===== src/hw/rtl/hcs_pkg.sv =====
// shared types and constants for the histogram contrast stretch block
// no dependencies
`timescale 1ns / 1ps

package hcs_pkg;

    localparam int PIX_W   = 8;
    localparam int COUNT_W = 24;
    localparam int NUM_W   = 17;
    localparam int DEN_W   = 9;
    localparam int QUO_W   = 8;
    localparam int STEP_W  = 3;

    localparam logic [PIX_W-1:0] PIX_MIN = '0;
    localparam logic [PIX_W-1:0] PIX_MAX = '1;

    localparam logic CMD_LOAD = 1'b0;
    localparam logic CMD_MAP  = 1'b1;

    typedef logic [PIX_W-1:0] pix_t;

    // edges of the current histogram pass
    typedef struct packed {
        pix_t low;
        pix_t high;
        logic any;
    } edges_t;

    // divider handshake towards the sequencer
    typedef struct packed {
        logic            done;
        logic [QUO_W-1:0] quotient;
    } div_status_t;

endpackage


===== src/hw/rtl/hcs_edges.sv =====
// histogram edge tracker: first and last occupied bin of the current pass
// depends on hcs_pkg
`timescale 1ns / 1ps

module hcs_edges
    import hcs_pkg::*;
(
    input  logic               clk,
    input  logic               rst_n,
    input  logic               load,
    input  logic [COUNT_W-1:0] bin_count,
    output edges_t             edges
);

    pix_t bin_pos_reg;
    pix_t bin_pos_next;
    pix_t low_reg;
    pix_t low_next;
    pix_t high_reg;
    pix_t high_next;
    logic any_reg;
    logic any_next;
    logic any_eff;

    always_comb
    begin
        bin_pos_next = bin_pos_reg;
        low_next     = low_reg;
        high_next    = high_reg;
        any_next     = any_reg;
        // bin zero opens a new pass
        any_eff      = (bin_pos_reg == PIX_MIN) ? 1'b0 : any_reg;
        if (load)
        begin
            any_next = any_eff;
            if (bin_count != '0)
            begin
                if (!any_eff)
                begin
                    low_next = bin_pos_reg;
                end
                high_next = bin_pos_reg;
                any_next  = 1'b1;
            end
            bin_pos_next = bin_pos_reg + PIX_W'(1);
        end
    end

    always_ff @(posedge clk or negedge rst_n)
    begin
        if (!rst_n)
        begin
            bin_pos_reg <= '0;
            low_reg     <= '0;
            high_reg    <= '0;
            any_reg     <= 1'b0;
        end
        else
        begin
            bin_pos_reg <= bin_pos_next;
            low_reg     <= low_next;
            high_reg    <= high_next;
            any_reg     <= any_next;
        end
    end

    assign edges.low  = low_reg;
    assign edges.high = high_reg;
    assign edges.any  = any_reg;

endmodule


===== src/hw/rtl/hcs_divider.sv =====
// restoring divider, one quotient bit per cycle, quotient known below 256
// depends on hcs_pkg
`timescale 1ns / 1ps

module hcs_divider
    import hcs_pkg::*;
(
    input  logic             clk,
    input  logic             rst_n,
    input  logic             start,
    input  logic [NUM_W-1:0] numer,
    input  logic [DEN_W-1:0] denom,
    output div_status_t      status
);

    logic              active_reg;
    logic              active_next;
    logic              done_reg;
    logic              done_next;
    logic [STEP_W-1:0] step_reg;
    logic [STEP_W-1:0] step_next;
    logic [DEN_W-1:0]  rem_reg;
    logic [DEN_W-1:0]  rem_next;
    logic [QUO_W-1:0]  bits_reg;
    logic [QUO_W-1:0]  bits_next;
    logic [QUO_W-1:0]  quo_reg;
    logic [QUO_W-1:0]  quo_next;
    logic [DEN_W-1:0]  den_reg;
    logic [DEN_W-1:0]  den_next;
    logic [DEN_W:0]    trial;
    logic              fits;

    assign trial = {rem_reg, bits_reg[QUO_W-1]};
    assign fits  = (trial >= {1'b0, den_reg});

    always_comb
    begin
        active_next = active_reg;
        done_next   = 1'b0;
        step_next   = step_reg;
        rem_next    = rem_reg;
        bits_next   = bits_reg;
        quo_next    = quo_reg;
        den_next    = den_reg;
        if (start)
        begin
            active_next = 1'b1;
            step_next   = '0;
            rem_next    = numer[NUM_W-1:QUO_W];
            bits_next   = numer[QUO_W-1:0];
            quo_next    = '0;
            den_next    = denom;
        end
        else if (active_reg)
        begin
            rem_next  = fits ? DEN_W'(trial - {1'b0, den_reg}) : trial[DEN_W-1:0];
            bits_next = {bits_reg[QUO_W-2:0], 1'b0};
            quo_next  = {quo_reg[QUO_W-2:0], fits};
            step_next = step_reg + STEP_W'(1);
            if (step_reg == '1)
            begin
                active_next = 1'b0;
                done_next   = 1'b1;
            end
        end
    end

    always_ff @(posedge clk or negedge rst_n)
    begin
        if (!rst_n)
        begin
            active_reg <= 1'b0;
            done_reg   <= 1'b0;
            step_reg   <= '0;
        end
        else
        begin
            active_reg <= active_next;
            done_reg   <= done_next;
            step_reg   <= step_next;
        end
    end

    always_ff @(posedge clk)
    begin
        rem_reg  <= rem_next;
        bits_reg <= bits_next;
        quo_reg  <= quo_next;
        den_reg  <= den_next;
    end

    assign status.done     = done_reg;
    assign status.quotient = quo_reg;

endmodule


===== src/hw/rtl/histogram_contrast_stretch_top.sv =====
// top level: command port, map sequencer, edge tracker and divider
// depends on hcs_pkg, hcs_edges, hcs_divider
`timescale 1ns / 1ps

// Linear contrast stretch of 8-bit pixels. A load beat (cmd 0) takes one bin
// count in bin order and is absorbed without leaving idle, so busy stays low and
// loads may follow back to back. A map beat (cmd 1) raises busy and produces one
// mapped_pixel, shown with done high for exactly one cycle; the receiver cannot
// stall it. Pixels outside the edges, an empty histogram or a single occupied
// bin are resolved in the setup state; all others go from the setup state to
// the one-bit-per-cycle restoring divider and take its quotient as the result.
// No new beat is taken while busy, so each map beat finishes before the next.

module histogram_contrast_stretch_top
    import hcs_pkg::*;
(
    input  logic               clk,
    input  logic               rst_n,
    input  logic               start,
    output logic               busy,
    input  logic               cmd,
    input  logic [COUNT_W-1:0] bin_count,
    input  logic [PIX_W-1:0]   pixel,
    output logic               done,
    output logic [PIX_W-1:0]   mapped_pixel
);

    localparam logic [1:0] ST_IDLE  = 2'd0;
    localparam logic [1:0] ST_SETUP = 2'd1;
    localparam logic [1:0] ST_DIV   = 2'd2;

    logic [1:0]       state_reg;
    logic [1:0]       state_next;
    pix_t             pix_reg;
    pix_t             pix_next;
    pix_t             out_reg;
    pix_t             out_next;
    logic             done_reg;
    logic             done_next;
    logic             accept;
    logic             load;
    logic             div_start;
    edges_t           edges;
    div_status_t      div_status;
    pix_t             offset;
    pix_t             span;
    logic [NUM_W-1:0] numer;
    logic [DEN_W-1:0] denom;

    assign accept = start && (state_reg == ST_IDLE);
    assign load   = accept && (cmd == CMD_LOAD);

    hcs_edges u_edges (
        .clk       (clk),
        .rst_n     (rst_n),
        .load      (load),
        .bin_count (bin_count),
        .edges     (edges)
    );

    // 510*d + span over 2*span
    assign offset = pix_reg - edges.low;
    assign span   = edges.high - edges.low;
    assign numer  = ({offset, 9'b0} - {8'b0, offset, 1'b0}) + {9'b0, span};
    assign denom  = {span, 1'b0};

    hcs_divider u_divider (
        .clk    (clk),
        .rst_n  (rst_n),
        .start  (div_start),
        .numer  (numer),
        .denom  (denom),
        .status (div_status)
    );

    always_comb
    begin
        state_next = state_reg;
        pix_next   = pix_reg;
        out_next   = out_reg;
        done_next  = 1'b0;
        div_start  = 1'b0;
        case (state_reg)
            ST_IDLE:
            begin
                if (accept && (cmd == CMD_MAP))
                begin
                    pix_next   = pixel;
                    state_next = ST_SETUP;
                end
            end
            ST_SETUP:
            begin
                if (!edges.any || (pix_reg < edges.low) || (span == '0 && pix_reg == edges.low))
                begin
                    out_next   = PIX_MIN;
                    done_next  = 1'b1;
                    state_next = ST_IDLE;
                end
                else if (pix_reg > edges.high)
                begin
                    out_next   = PIX_MAX;
                    done_next  = 1'b1;
                    state_next = ST_IDLE;
                end
                else
                begin
                    div_start  = 1'b1;
                    state_next = ST_DIV;
                end
            end
            ST_DIV:
            begin
                if (div_status.done)
                begin
                    out_next   = div_status.quotient;
                    done_next  = 1'b1;
                    state_next = ST_IDLE;
                end
            end
            default:
            begin
                state_next = ST_IDLE;
            end
        endcase
    end

    always_ff @(posedge clk or negedge rst_n)
    begin
        if (!rst_n)
        begin
            state_reg <= ST_IDLE;
            done_reg  <= 1'b0;
        end
        else
        begin
            state_reg <= state_next;
            done_reg  <= done_next;
        end
    end

    always_ff @(posedge clk)
    begin
        pix_reg <= pix_next;
        out_reg <= out_next;
    end

    assign busy         = (state_reg != ST_IDLE);
    assign done         = done_reg;
    assign mapped_pixel = out_reg;

endmodule


===== config.mk =====
export PLATFORM = sky130hd
export DESIGN_NAME = histogram_contrast_stretch_top
export DESIGN_NICKNAME = d
export VERILOG_FILES = /design/src/hw/rtl/hcs_pkg.sv /design/src/hw/rtl/hcs_edges.sv /design/src/hw/rtl/hcs_divider.sv /design/src/hw/rtl/histogram_contrast_stretch_top.sv
export SDC_FILE = /design/constraint.sdc
export NUM_CORES = 1
export LEC_CHECK = 0
export BUFFER_PORTS_ARGS = -buffer_cell sky130_fd_sc_hd__buf_2
export CAP_MARGIN = 0
export CORE_ASPECT_RATIO = 1.4
export CORE_MARGIN = 4
export CORE_UTILIZATION = 50
export DETAILED_ROUTE_END_ITERATION = 10
export MAX_ROUTING_LAYER = met4
export PLACE_DENSITY = 0.69
export SYNTH_ARGS = -nofsm -noshare
export SYNTH_HDL_FRONTEND = slang
export SYNTH_SLANG_ARGS = --single-unit

===== constraint.sdc =====
create_clock -name clk -period 11.16 [get_ports clk]
set_input_delay 1.116 -clock clk [delete_from_list [all_inputs] [get_ports clk]]
set_output_delay 1.116 -clock clk [all_outputs]
set_load 0.01 [all_outputs]

==> results.md <==
* FF+latch count, synth at 82
* Gate count of the mapped netlist at between 500 and 600
* Number of top-level pins at 46
* Fin Clk Skew at about 0.0067 ns
* Routed wire length on met2 at between 5 and 6 mm
* Area of the die at 12,000 sq um
* Clk Latency, worst-skew pair at 0.34 ns
* Remaining global-route overflow at 0
* Largest register FFs at 9
* Antenna cells at 0
* CTS tree: done
* Final Instance Count excl. Fillers at 700
* Pin count of the biggest net entering global routing at 37
* Required time of the critical path at 11.12 ns
* Number of vias after detailed routing at around 3,900
* Max-Slew Margin vs Limit at 0.338
* GPL Wtd Cong at 0.884
* Width of the die at 93.8 um
* Number of buffers added by the clock tree synthesis step at 9
* Netlist Area Pre-Place at 5150 sq um
* Hold Vio Cnt, Final at 0
* Clock tree buffer depth at 2
* Yosys warning count at 0
* Count of TritonRoute iterations in the first routing pass at 4
* Vias per inst at 5.56
* Initial antenna violation count at 0
* CP Launch Type: flop
* Total track usage at 0.202
* Met3 wire len at 336 um
* Achievable Freq at 195 MHz
* Total Routed Length at around 11 mm
* Post-DR wirelength/cell at 15.8 um
* Worst slew pin tran at ~0.99 ns
* Part of the cycle the worst path needs at 0.459
* Fraction of final layout cells with drive strength greater than 1 at 0.145
* Fillers at roughly 900
* Unrepaired setup endpoints after global routing: no
* Synthesized Nets at 600
* Final Setup Violations at 0
* Clock-pin slew on the worst setup and hold paths at about 0.060 ns
* Critical path type: flop to flop
* Residual antenna-violating net count after detailed routing at 0
* Post-CTS setup buffer count at 0
* Biggest fanout along the worst timing path at 36
* Max-cap violations at 0
* Number of buffers inserted by port buffering at 45
* Num rows at 43
* Result of the run: finished, final reports clean
* Post-DP HPWL at 8.70 mm
* Synth Flop Type: sky130_fd_sc_hd__edfxtp_1
* Synth async-reset ratio at 0.402
* Worst min-delay path class: flop to flop
* Area occupied by registers at 2220 sq um
* Number of global-route vias before repair at 3,904
* Starting density of the core at 0.515
* Final min period at ~5.1 ns
* Wire length of the first global-routing pass at 18.5 mm
* Sequential-to-total area share from yosys stat at 0.431
* Metal-1 WL at around 4.5 mm
* H-tree levels at 3
* DRC violations left at 0
* Nets at 642
* Number of different library cells in the post-synthesis netlist at 63
* Number of flops mapped to enable cells by yosys at 41
* Height of the die at 128 um
* Number of hold buffers added after cts at 0
* Area growth from synthesis to layout at 12.1%
* Post-synthesis area per instance at 9.94 sq um
* Total Neg Setup Slack at 0 ns
* Root Buffer: sky130_fd_sc_hd__clkbuf_16
* Max Transition Viols Final at 0
* Standard cell core area at about 10,000 sq um
* Quantity of gates resized following cts at 0
* Data arrival time at the worst-slack endpoint at 5.08 ns
* Area of combinational cells with multiple inputs at 2680 sq um
* Category of the worst setup path capture point: flop
* Cell count after placement at about 680
* Highest layer used for signal routing: met4
* Number of design-rule violations left by the first detailed-router iteration at 183
* Clock sink count at 82
-- path summary, 6_finish.rpt --
| path | slack [ns] | to | cells past startpoint | startpoint |
|---|---|---|---|---|
| worst max-delay path | 6.04 | mapped_pixel[1]$_DFFE_PP_ | 13 | u_edges.high_reg[0]$_DFFE_PN0P_ |
| worst min-delay path | 0.51 | u_edges.low_reg[1]$_DFFE_PN0P_ | 2 | u_edges.low_reg[1]$_DFFE_PN0P_ |
| worst max register to register | 6.04 | mapped_pixel[1]$_DFFE_PP_ | 13 | u_edges.high_reg[0]$_DFFE_PN0P_ |
| worst min register to register | 0.51 | u_edges.low_reg[1]$_DFFE_PN0P_ | 2 | u_edges.low_reg[1]$_DFFE_PN0P_ |
| max in group asynchronous | 9.84 | u_edges.low_reg[4]$_DFFE_PN0P_ | 1 | rst_n |
| min in group asynchronous | 0.84 | u_edges.bin_pos_reg[1]$_DFFE_PN0P_ | 1 | rst_n |
-- critical path: stages, from the launching register on --
cell                        delay (ns)
sky130_fd_sc_hd__dfrtp_1          0.40
sky130_fd_sc_hd__inv_1            0.09
sky130_fd_sc_hd__ha_1             0.15
sky130_fd_sc_hd__inv_1            0.05
sky130_fd_sc_hd__fa_1             0.40
sky130_fd_sc_hd__a211oi_1         0.22
sky130_fd_sc_hd__nor2_1           0.11
sky130_fd_sc_hd__xnor2_1          0.48
sky130_fd_sc_hd__inv_1            0.13
sky130_fd_sc_hd__a2111oi_0        0.50
sky130_fd_sc_hd__a311oi_1         0.18
sky130_fd_sc_hd__nand2_1          0.63
sky130_fd_sc_hd__inv_2            0.49
sky130_fd_sc_hd__nor3b_1          0.92
-- synthesized netlist by cell type, types with 12 or more instances --
library cell | count | area (sq um)
sky130_fd_sc_hd__nand2_1 | 37 | 139
sky130_fd_sc_hd__nor3_1 | 13 | 65.1
sky130_fd_sc_hd__dfrtp_1 | 33 | 826
sky130_fd_sc_hd__a21o_1 | 19 | 143
sky130_fd_sc_hd__a21oi_1 | 18 | 90.1
sky130_fd_sc_hd__mux2_2 | 12 | 135
sky130_fd_sc_hd__inv_1 | 50 | 188
sky130_fd_sc_hd__ha_1 | 43 | 538
sky130_fd_sc_hd__edfxtp_1 | 41 | 1230
sky130_fd_sc_hd__xnor2_1 | 23 | 201
sky130_fd_sc_hd__clkbuf_1 | 12 | 45.0
sky130_fd_sc_hd__o21ai_0 | 30 | 150
sky130_fd_sc_hd__nor2_1 | 36 | 135
-- logic make-up (layout without fill, tap and decap cells) --
group / Yosys count / in the layout / synth area share
xor+xnor: 33 / 33 / 0.0561
buf+inv: 67 / 114 / 0.0493
compound gates: 121 / 121 / 0.160
mux: 21 / 21 / 0.0437
flops: 82 / 82 / 0.431
fa+ha+maj: 49 / 49 / 0.122
simple gates: 145 / 145 / 0.138
-- through the flow --
stage,area (sq um),util,worst slack [ns],hold WS [ns]
6_report,5770,0.577,6.04,0.507
5_1_grt,5770,0.577,5.59,0.531
4_1_cts,5770,0.577,6.05,0.512
3_5_place_dp,5490,0.549,6.02,0.498
3_3_place_gp,5490,0.549,6.34,0.469
2_1_floorplan,5150,-,7.30,0.450
-- metal layers --
metal	GRT usage	up-vias
li1	-	1962
met1	0.229	1847
met2	0.345	58
met3	0.0311	26
met4	0.0952	0
met5	-	-
-- cell usage in the layout, fill, tap and decap left out, drive strengths merged, types with 12 or more instances in the layout --
| cell | instances |
|---|---|
| a21o | 19 |
| a21oi | 20 |
| buf | 46 |
| dfrtp | 33 |
| edfxtp | 41 |
| ha | 43 |
| inv | 55 |
| mux2 | 12 |
| nand2 | 37 |
| nor2 | 36 |
| nor3 | 13 |
| o21ai | 34 |
| xnor2 | 23 |
-- layout make-up --
class | instances | area share
Inverter | 52 | 0.0338
Sequential cell | 82 | 0.384
Clock buffer | 9 | 0.0390
Tap cell | 135 | 0.0293
Multi-Input combinational cell | 369 | 0.464
Clock inverter | 7 | 0.00911
Timing Repair Buffer | 46 | 0.0403
Power is not shown: default switching activity piles up to over one toggle a cycle in this logic, so the estimate is an artifact.
